$ cat src/sv/assert_macros.svh
// assertion macros shared by the frame parser modules
// no dependencies; included by every file that asserts
`ifndef ASSERT_MACROS_SVH
`define ASSERT_MACROS_SVH

// expression must hold on every clock edge outside reset
`define ASSERT_ALWAYS(lbl, clk, rst_n, expr) \
	lbl: assert property (@(posedge clk) disable iff (!rst_n) (expr)) \
		else $error("invariant violated");

// consequent must hold in the same cycle as the antecedent
`define ASSERT_IMPLIES(lbl, clk, rst_n, ante, cons) \
	lbl: assert property (@(posedge clk) disable iff (!rst_n) (ante) |-> (cons)) \
		else $error("implication violated");

// consequent must hold in the cycle after the antecedent
`define ASSERT_NEXT(lbl, clk, rst_n, ante, cons) \
	lbl: assert property (@(posedge clk) disable iff (!rst_n) (ante) |=> (cons)) \
		else $error("next-cycle implication violated");

`endif

$ cat src/sv/ufp_pkg.sv
// types and constants for the frame parser
// no dependencies; imported by all parser modules
package ufp_pkg;

	localparam logic [7:0]  SYNC1_BYTE  = 8'hB5;
	localparam logic [7:0]  SYNC2_BYTE  = 8'h62;
	localparam logic [15:0] LIMIT_RESET = 16'd512;

	localparam int QDEPTH = 4;
	localparam int QPTR_W = $clog2(QDEPTH);

	typedef enum logic [3:0] {
		PH_SYNC1,
		PH_SYNC2,
		PH_CLASS,
		PH_ID,
		PH_LEN1,
		PH_LEN2,
		PH_PAYLOAD,
		PH_CHECK1,
		PH_CHECK2
	} phase_t;

	typedef enum logic [1:0] {
		KIND_BYTE,
		KIND_GOOD,
		KIND_FAIL
	} kind_t;

	typedef struct packed {
		kind_t       kind;
		logic [7:0]  msg_class;
		logic [7:0]  msg_id;
		logic [15:0] payload_length;
		logic [15:0] byte_index;
		logic [7:0]  byte_value;
		logic [15:0] error_total;
	} result_t;

	// queue occupancy as seen by the two sides
	typedef struct packed {
		logic full;
		logic empty;
	} q_status_t;

endpackage

$ cat src/sv/ufp_front.sv
// front end: frame state machine, checksum and length check
// depends on ufp_pkg and assert_macros.svh
`include "assert_macros.svh"

module ufp_front (
	input  logic             clk,
	input  logic             arst_n,
	input  logic             accept,
	input  logic [7:0]       byte_in,
	input  logic             limit_we,
	input  logic [15:0]      limit_wdata,
	output logic             push,
	output ufp_pkg::result_t push_data
);
	import ufp_pkg::*;

	phase_t      phase_q, phase_d;
	logic [15:0] limit_q;
	logic [7:0]  class_q, id_q;
	logic [15:0] length_q, count_q, fail_q;
	logic [7:0]  sum_a_q, sum_b_q;

	logic [7:0]  sum_a_n, sum_b_n;
	logic [15:0] len_full, thresh, count_inc, fail_inc;
	logic        drop;

	assign sum_a_n   = sum_a_q + byte_in;
	assign sum_b_n   = sum_b_q + sum_a_n;
	assign len_full  = {byte_in, length_q[7:0]};
	assign thresh    = (limit_q == 16'd0) ? 16'd0 : limit_q - 16'd1;
	assign drop      = len_full >= thresh;
	assign count_inc = count_q + 16'd1;
	assign fail_inc  = fail_q + 16'd1;

	// next state
	always_comb begin
		phase_d = phase_q;
		case (phase_q)
			PH_SYNC1:   if (byte_in == SYNC1_BYTE) phase_d = PH_SYNC2;
			PH_SYNC2:   phase_d = (byte_in == SYNC2_BYTE) ? PH_CLASS : PH_SYNC1;
			PH_CLASS:   phase_d = PH_ID;
			PH_ID:      phase_d = PH_LEN1;
			PH_LEN1:    phase_d = PH_LEN2;
			PH_LEN2: begin
				if (drop)
					phase_d = PH_SYNC1;
				else if (len_full != 16'd0)
					phase_d = PH_PAYLOAD;
				else
					phase_d = PH_CHECK1;
			end
			PH_PAYLOAD: if (count_inc == length_q) phase_d = PH_CHECK1;
			PH_CHECK1:  phase_d = (byte_in == sum_a_q) ? PH_CHECK2 : PH_SYNC1;
			PH_CHECK2:  phase_d = PH_SYNC1;
			default:    phase_d = PH_SYNC1;
		endcase
	end

	// result toward the queue
	always_comb begin
		push                     = 1'b0;
		push_data.kind           = KIND_BYTE;
		push_data.msg_class      = class_q;
		push_data.msg_id         = id_q;
		push_data.payload_length = length_q;
		push_data.byte_index     = 16'd0;
		push_data.byte_value     = 8'd0;
		push_data.error_total    = fail_q;
		case (phase_q)
			PH_PAYLOAD: begin
				push                 = accept;
				push_data.byte_index = count_q;
				push_data.byte_value = byte_in;
			end
			PH_CHECK1: begin
				if (byte_in != sum_a_q) begin
					push                  = accept;
					push_data.kind        = KIND_FAIL;
					push_data.error_total = fail_inc;
				end
			end
			PH_CHECK2: begin
				push = accept;
				if (byte_in == sum_b_q) begin
					push_data.kind = KIND_GOOD;
				end else begin
					push_data.kind        = KIND_FAIL;
					push_data.error_total = fail_inc;
				end
			end
			default: push = 1'b0;
		endcase
	end

	always_ff @(posedge clk or negedge arst_n) begin
		if (!arst_n) begin
			phase_q  <= PH_SYNC1;
			limit_q  <= LIMIT_RESET;
			class_q  <= 8'd0;
			id_q     <= 8'd0;
			length_q <= 16'd0;
			count_q  <= 16'd0;
			sum_a_q  <= 8'd0;
			sum_b_q  <= 8'd0;
			fail_q   <= 16'd0;
		end else begin
			if (limit_we)
				limit_q <= limit_wdata;
			if (accept) begin
				phase_q <= phase_d;
				case (phase_q)
					PH_CLASS: begin
						class_q <= byte_in;
						sum_a_q <= byte_in;
						sum_b_q <= byte_in;
					end
					PH_ID: begin
						id_q    <= byte_in;
						sum_a_q <= sum_a_n;
						sum_b_q <= sum_b_n;
					end
					PH_LEN1: begin
						length_q <= {8'd0, byte_in};
						sum_a_q  <= sum_a_n;
						sum_b_q  <= sum_b_n;
					end
					PH_LEN2: begin
						length_q <= drop ? 16'd0 : len_full;
						count_q  <= 16'd0;
						sum_a_q  <= sum_a_n;
						sum_b_q  <= sum_b_n;
					end
					PH_PAYLOAD: begin
						count_q <= count_inc;
						sum_a_q <= sum_a_n;
						sum_b_q <= sum_b_n;
					end
					PH_CHECK1: if (byte_in != sum_a_q) fail_q <= fail_inc;
					PH_CHECK2: if (byte_in != sum_b_q) fail_q <= fail_inc;
					default: ;
				endcase
			end
		end
	end

	`ASSERT_IMPLIES(a_push_phase, clk, arst_n, push, (phase_q == PH_PAYLOAD || phase_q == PH_CHECK1 || phase_q == PH_CHECK2))
	`ASSERT_NEXT(a_check2_ends, clk, arst_n, accept && phase_q == PH_CHECK2, phase_q == PH_SYNC1)
	`ASSERT_IMPLIES(a_payload_len, clk, arst_n, phase_q == PH_PAYLOAD, length_q != 16'd0)

endmodule

$ cat src/sv/ufp_queue.sv
// short result queue between parser front end and output stage
// depends on ufp_pkg and assert_macros.svh
`include "assert_macros.svh"

module ufp_queue (
	input  logic                clk,
	input  logic                arst_n,
	input  logic                push,
	input  ufp_pkg::result_t    push_data,
	input  logic                pop,
	output ufp_pkg::result_t    pop_data,
	output ufp_pkg::q_status_t  status
);
	import ufp_pkg::*;

	result_t             mem_q [QDEPTH];
	logic [QPTR_W-1:0]   wr_ptr_q, rd_ptr_q;
	logic [QPTR_W:0]     count_q;
	logic                do_push, do_pop;

	assign status.full  = count_q == (QPTR_W+1)'(QDEPTH);
	assign status.empty = count_q == '0;
	assign do_push      = push && !status.full;
	assign do_pop       = pop && !status.empty;
	assign pop_data     = mem_q[rd_ptr_q];

	always_ff @(posedge clk) begin
		if (do_push)
			mem_q[wr_ptr_q] <= push_data;
	end

	always_ff @(posedge clk or negedge arst_n) begin
		if (!arst_n) begin
			wr_ptr_q <= '0;
			rd_ptr_q <= '0;
			count_q  <= '0;
		end else begin
			if (do_push)
				wr_ptr_q <= wr_ptr_q + QPTR_W'(1);
			if (do_pop)
				rd_ptr_q <= rd_ptr_q + QPTR_W'(1);
			case ({do_push, do_pop})
				2'b10:   count_q <= count_q + (QPTR_W+1)'(1);
				2'b01:   count_q <= count_q - (QPTR_W+1)'(1);
				default: count_q <= count_q;
			endcase
		end
	end

	`ASSERT_ALWAYS(a_no_push_full, clk, arst_n, !(push && status.full))
	`ASSERT_ALWAYS(a_count_bound, clk, arst_n, count_q <= (QPTR_W+1)'(QDEPTH))
	`ASSERT_ALWAYS(a_ptr_count, clk, arst_n, (wr_ptr_q - rd_ptr_q) == count_q[QPTR_W-1:0])

endmodule

$ cat src/sv/ufp_back.sv
// output stage: registered result, drains the queue
// depends on ufp_pkg and assert_macros.svh
`include "assert_macros.svh"

module ufp_back (
	input  logic               clk,
	input  logic               arst_n,
	input  ufp_pkg::q_status_t q_status,
	input  ufp_pkg::result_t   q_data,
	output logic               pop,
	output logic               result_valid,
	input  logic               result_stall,
	output ufp_pkg::result_t   result_data
);
	import ufp_pkg::*;

	logic    valid_q;
	result_t data_q;
	logic    load;

	// output register may take a new entry when empty or being drained
	assign load         = !valid_q || !result_stall;
	assign pop          = load && !q_status.empty;
	assign result_valid = valid_q;
	assign result_data  = data_q;

	always_ff @(posedge clk) begin
		if (pop)
			data_q <= q_data;
	end

	always_ff @(posedge clk or negedge arst_n) begin
		if (!arst_n)
			valid_q <= 1'b0;
		else if (load)
			valid_q <= !q_status.empty;
	end

	`ASSERT_NEXT(a_pop_shows, clk, arst_n, pop, valid_q)
	`ASSERT_NEXT(a_idle_when_drained, clk, arst_n, (!valid_q || !result_stall) && q_status.empty, !valid_q)

endmodule

$ cat src/sv/ubx_frame_parser.sv
// top level of the binary gnss frame parser
// depends on ufp_pkg, ufp_front, ufp_queue, ufp_back
//
// Usage: bytes from the serial deserializer enter on byte_in with byte_valid;
// a transfer happens on a rising edge with byte_valid high and byte_stall low.
// Results leave on the result channel the same way (result_valid, result_stall)
// with one port per field: kind, msg_class, msg_id, payload_length,
// byte_index, byte_value, error_total.
// The length limit is written with limit_we / limit_wdata, while idle.
// Throughput: one byte per cycle while byte_stall is low, set by the frame
// state machine in the front end. A result is written into the queue when the
// byte that causes it is transferred and then moves into the output register.
// A four-entry queue sits between front end and output register; byte_stall is
// high only when that queue is full, so a stalled receiver blocks the input
// after at most five results have piled up (queue plus output register).
// Reset clears the frame state, the error count and the queue, sets the length
// limit to 512 and starts hunting for the first sync byte.

module ubx_frame_parser (
	input  logic        clk,
	input  logic        arst_n,
	input  logic        byte_valid,
	output logic        byte_stall,
	input  logic [7:0]  byte_in,
	input  logic        limit_we,
	input  logic [15:0] limit_wdata,
	output logic        result_valid,
	input  logic        result_stall,
	output logic [1:0]  kind,
	output logic [7:0]  msg_class,
	output logic [7:0]  msg_id,
	output logic [15:0] payload_length,
	output logic [15:0] byte_index,
	output logic [7:0]  byte_value,
	output logic [15:0] error_total
);
	import ufp_pkg::*;

	logic      accept, push, pop;
	result_t   push_data, q_data, result_data;
	q_status_t q_status;

	assign byte_stall = q_status.full;
	assign accept     = byte_valid && !byte_stall;

	ufp_front u_front (
		.clk        (clk),
		.arst_n     (arst_n),
		.accept     (accept),
		.byte_in    (byte_in),
		.limit_we   (limit_we),
		.limit_wdata(limit_wdata),
		.push       (push),
		.push_data  (push_data)
	);

	ufp_queue u_queue (
		.clk      (clk),
		.arst_n   (arst_n),
		.push     (push),
		.push_data(push_data),
		.pop      (pop),
		.pop_data (q_data),
		.status   (q_status)
	);

	ufp_back u_back (
		.clk         (clk),
		.arst_n      (arst_n),
		.q_status    (q_status),
		.q_data      (q_data),
		.pop         (pop),
		.result_valid(result_valid),
		.result_stall(result_stall),
		.result_data (result_data)
	);

	assign kind           = result_data.kind;
	assign msg_class      = result_data.msg_class;
	assign msg_id         = result_data.msg_id;
	assign payload_length = result_data.payload_length;
	assign byte_index     = result_data.byte_index;
	assign byte_value     = result_data.byte_value;
	assign error_total    = result_data.error_total;

endmodule
$ cat config.mk
export PLATFORM = sky130hd
export DESIGN_NAME = ubx_frame_parser
export DESIGN_NICKNAME = d
export VERILOG_FILES = /design/src/sv/ufp_pkg.sv /design/src/sv/ufp_front.sv /design/src/sv/ufp_queue.sv /design/src/sv/ufp_back.sv /design/src/sv/ubx_frame_parser.sv
export VERILOG_INCLUDE_DIRS = /design/src /design/src/sv
export SDC_FILE = /design/constraint.sdc
export NUM_CORES = 1
export LEC_CHECK = 0
export ABC_AREA = 0
export BUFFER_PORTS_ARGS = -buffer_cell sky130_fd_sc_hd__buf_2
export CAP_MARGIN = 20
export CORE_UTILIZATION = 40
export CTS_BUF_LIST = sky130_fd_sc_hd__clkbuf_4
export DETAILED_ROUTE_END_ITERATION = 7
export PLACE_DENSITY = 0.64
export SYNTH_ARGS = -nofsm -noshare
export SYNTH_HDL_FRONTEND = slang
export SYNTH_SLANG_ARGS = --single-unit
$ cat constraint.sdc
create_clock -name clk -period 6.5 [get_ports clk]
set_clock_uncertainty 0.2 [all_clocks]
set_input_delay 0.65 -clock clk [delete_from_list [all_inputs] [get_ports clk]]
set_output_delay 0.65 -clock clk [all_outputs]
set_load 0.05 [all_outputs]
==> insert_results.sql <==
INSERT INTO impl_metrics (metric_group, metric, value, unit) VALUES
('synth', 'synth_common_cells', 'sky130_fd_sc_hd__edfxtp_1, sky130_fd_sc_hd__dfrtp_1, sky130_fd_sc_hd__nand2_1', ''),
('synth', 'summed_instance_area_of_the_synthesized_netlist', '20300', 'um2'),
('timing', 'hold_viol_final', '0', ''),
('timing', 'grt_setup_unrepaired', 'no', ''),
('timing', 'timing.final.max_slew_violations', '0', ''),
('status', 'run_status', 'finished clean', ''),
('die', 'floorplan.core_area', '50100', 'um2'),
('cts', 'tritoncts', 'done', ''),
('power', 'peak_supply_drop', '0.281', 'mV'),
('synth', 'ys_ff_latch', '478', ''),
('global_routing', 'grt_pass1_vias', '12000', ''),
('cts', 'clk_path_buf_depth', '3', ''),
('detailed_routing', 'wl', '42700', 'um'),
('global_routing', 'global_route_wire_length_before_repair', '66400', 'um'),
('global_routing', 'globalRouteOverflowTotal', '0', ''),
('global_routing', 'antenna_found_initial', '1', ''),
('detailed_routing', 'post_dr_vias_cell', '5.15', ''),
('worst_setup_path', 'cp_data_arrival_time', '4.69', 'ns'),
('placement', 'place.gp.congestion', '0.873', ''),
('synth', 'synth.net_count', '1330', ''),
('power', 'power.density', '462', 'nW/um2'),
('placement', 'placed_cells', '1989', ''),
('timing', 'finalSetupTns', '0', 'ns'),
('cts', 'post_cts_resize_count', '0', ''),
('final_layout', 'seq_area', '13800', 'um2'),
('worst_hold_path', 'min-delay-path-class', 'input port to async pin', ''),
('synth', 'synthDominantCellAreaShare', '0.549', ''),
('synth', 'synth_enable_flop_cells', '370', ''),
('detailed_routing', 'drt-pass1-iter-count', '5', ''),
('die', 'fp.dieH', '227', 'um'),
('timing', 'final_worst_path_period_share', '0.631', ''),
('power', 'power_leakage', '0.00884', 'uW'),
('die', 'rows', '82', ''),
('global_routing', 'grt.total_usage', '0.171', ''),
('job', 'drv.max_cap_violation_count', '0', ''),
('final_layout', 'area_delta_synth_final', '15.2', '%'),
('cts', 'post_cts_hold_buffer_count', '31', ''),
('detailed_routing', 'detail_route.iter0.violations', '784', ''),
('synth', 'syn-mean-instance-area', '16.1', 'um2'),
('detailed_routing', 'antenna_violating_nets_left', '0', ''),
('final_layout', 'final_instance_count_without_filler_cells', '2245', ''),
('worst_setup_path', 'timing_worst_setup_path_type', 'flip-flop to flip-flop', ''),
('cts', 'clock_tree.htree_level_count', '3', ''),
('timing', 'setup_viol', '0', ''),
('placement', 'total_of_buffers_placed_on_input_and_output_ports', '104', ''),
('global_routing', 'grt_max_degree', '69', ''),
('synth', 'yosys.cell_count.top_type', 'sky130_fd_sc_hd__edfxtp_1', ''),
('cts', 'clk_pin_slew_worst_paths', '0.07', 'ns'),
('worst_setup_path', 'timing.critical_path.to_type', 'flip-flop', ''),
('cts', 'worstSkewPairLatency', '0.91', 'ns'),
('cts', 'tritoncts.num_buffers', '120', ''),
('final_layout', 'filler_cell_count', '4490', ''),
('synth', 'synth-seq-area-share', '0.682', ''),
('timing', 'timing.fmax', '244', 'MHz'),
('placement', 'dpl.hpwl', '27000', 'um'),
('detailed_routing', 'per_cell_routed_wire_length', '19.0', 'um'),
('die', 'dieArea', '51500', 'um2'),
('die', 'die-width', '227', 'um'),
('die', 'io-pin-count', '105', ''),
('final_layout', 'nets', '1541', ''),
('synth', 'synth_cells', '1259', ''),
('synth', 'ys_top_cells_by_area', 'sky130_fd_sc_hd__edfxtp_1, sky130_fd_sc_hd__dfrtp_1, sky130_fd_sc_hd__mux4_2', ''),
('cts', 'cts_root_buffer', 'sky130_fd_sc_hd__clkbuf_4', ''),
('final_layout', 'layout-drive-gt1-share', '0.288', ''),
('timing', 'worst_hold_slack', '0.109', 'ns'),
('synth', 'ys.warnings.count', '0', ''),
('detailed_routing', 'detailroute.via_count', '11600', ''),
('worst_setup_path', 'cp.required', '7.08', 'ns'),
('detailed_routing', 'post-route-drc-count', '0', ''),
('die', 'floorplan.initialDensity', '0.405', ''),
('worst_setup_path', 'cp_max_fo', '16', ''),
('timing', 'worstMarginPinSlew', '0.907', 'ns'),
('worst_setup_path', 'crit_path_start_kind', 'flip-flop', ''),
('synth', 'synthDominantAreaCellType', 'sky130_fd_sc_hd__edfxtp_1', ''),
('final_layout', 'multi_input_area', '6070', 'um2'),
('synth', 'synth-main-ff-cell', 'sky130_fd_sc_hd__edfxtp_1', ''),
('cts', 'clock_tree_sinks', '478', ''),
('timing', 'finalWorstPathRequiredPeriod', '4.10', 'ns'),
('cts', 'buffers_inserted_by_post_cts_timing_repair', '0', ''),
('timing', 'max-slew-margin-rel', '0.393', ''),
('synth', 'async_reset_ff_frac', '0.226', ''),
('synth', 'post_synth_num_cell_types', '83', '');
==> critical path, stage by stage (launching register included) <==
cell and delay, ns:
sky130_fd_sc_hd__dfrtp_1 0.43, sky130_fd_sc_hd__or4_1 0.57, sky130_fd_sc_hd__nor4_2 0.19, sky130_fd_sc_hd__and2b_1 0.19, sky130_fd_sc_hd__nand4b_2 0.31, sky130_fd_sc_hd__and2_1 0.30
sky130_fd_sc_hd__ha_1 0.26, sky130_fd_sc_hd__nand2b_1 0.13, sky130_fd_sc_hd__a2111o_1 0.42, sky130_fd_sc_hd__a32oi_1 0.42, sky130_fd_sc_hd__nand2_1 0.20, sky130_fd_sc_hd__nor2_4 0.24
sky130_fd_sc_hd__a22o_1 0.17
==> where the power goes <==
group          internal, uW  leakage (uW)  switching, uW  total, uW
clock                  1290      0.000929           1220       2510
sequential             4150       0.00486            549       4700
combinational          1280       0.00305           2290       3580
total                  6720       0.00884           4060      10800
==> sequential cells by signal, indices dropped and copies added, names as in the netlist, 3 cells and up <==
signal / cells
u_back.result_data: 74
u_front.class_q: 8
u_front.count_q: 16
u_front.fail_q: 16
u_front.id_q: 8
u_front.length_q: 16
u_front.limit_q: 16
u_front.phase_q: 4
u_front.sum_a_q: 8
u_front.sum_b_q: 8
u_queue.count_q: 3
u_queue.mem_q: 296
==> per-layer routing <==
layer | up-vias | global-route usage | wire (um) | share of wire
li1 | 5379 | - | - | -
met5 | - | 0 | 0 | 0
met1 | 5826 | 0.235 | 19700 | 0.46
met4 | 0 | 0.0680 | 695 | 0.016
met2 | 315 | 0.263 | 19800 | 0.46
met3 | 51 | 0.0405 | 2470 | 0.058
==> cell families after synthesis <==
group,share of synthesized area
DFF,0.682
adders and majority gates,0.0271
muxes,0.0972
and+or+nand+nor,0.0861
buffers and inverters,0.0193
AOI/OAI and AO/OA,0.0507
xor gates and xnor gates,0.0376
==> layout by cell type (no fill, tap or decap), drive strengths merged, types with 3 or more instances in the layout <==
master | netlist | layout
edfxtp | 370 | 370
clkbuf | 22 | 174
buf | 39 | 119
dfrtp | 107 | 107
nand2 | 95 | 95
mux4 | 74 | 74
nor2 | 56 | 56
xor2 | 48 | 48
clkinv | 0 | 44
o21ai | 40 | 40
xnor2 | 39 | 39
ha | 39 | 39
a21oi | 39 | 39
dlygate4sd3 | 0 | 31
nor3 | 29 | 29
and3 | 26 | 26
mux2 | 25 | 25
inv | 22 | 25
nand3 | 21 | 21
nor4 | 20 | 20
a22o | 17 | 17
nand4 | 14 | 14
nand2b | 9 | 9
and2 | 9 | 9
o22ai | 7 | 7
a21o | 6 | 6
a31oi | 6 | 6
or3 | 6 | 6
o31ai | 6 | 6
nor3b | 5 | 5
nor2b | 5 | 5
or4 | 4 | 4
or2 | 4 | 4
o21bai | 3 | 3
a22oi | 3 | 3
fa | 3 | 3
==> path summary, 6_finish.rpt <==
path	startpoint	end	slack, ns	cells past startpoint
max	u_front.limit_q[7]	u_front.length_q[9]	2.40	12
min	arst_n	u_front.limit_q[13]	0.11	2
max reg2reg	u_front.limit_q[7]	u_front.length_q[9]	2.40	12
min reg2reg	u_queue.count_q[2]	u_queue.count_q[2]	0.31	1
max in group asynchronous	arst_n	u_front.count_q[14]	4.60	3
min in group clk	limit_we	u_front.limit_q[15]	0.12	2
==> final cells by class <==
cell class / count / share of cell area
flip-flops and latches: 478 / 0.592
clock inverters: 50 / 0.0114
inverters: 22 / 0.00354
well taps: 672 / 0.0360
clock buffers: 174 / 0.0560
repair buffers: 150 / 0.0407
diodes: 1 / 0.000107
multi-input cells: 698 / 0.260
==> stage by stage <==
stage	total power (uW)	util	cell area, um2	setup slack (ns)
4_1_cts	10900	0.466	23300	2.39
5_1_grt	11400	0.466	23300	1.98
2_1_floorplan	7370	-	20300	0.387
3_3_place_gp	8290	0.428	21400	2.52
3_5_place_dp	8360	0.428	21500	2.40
6_report	10800	0.466	23300	2.40
Power figures use the tool's default switching activity.
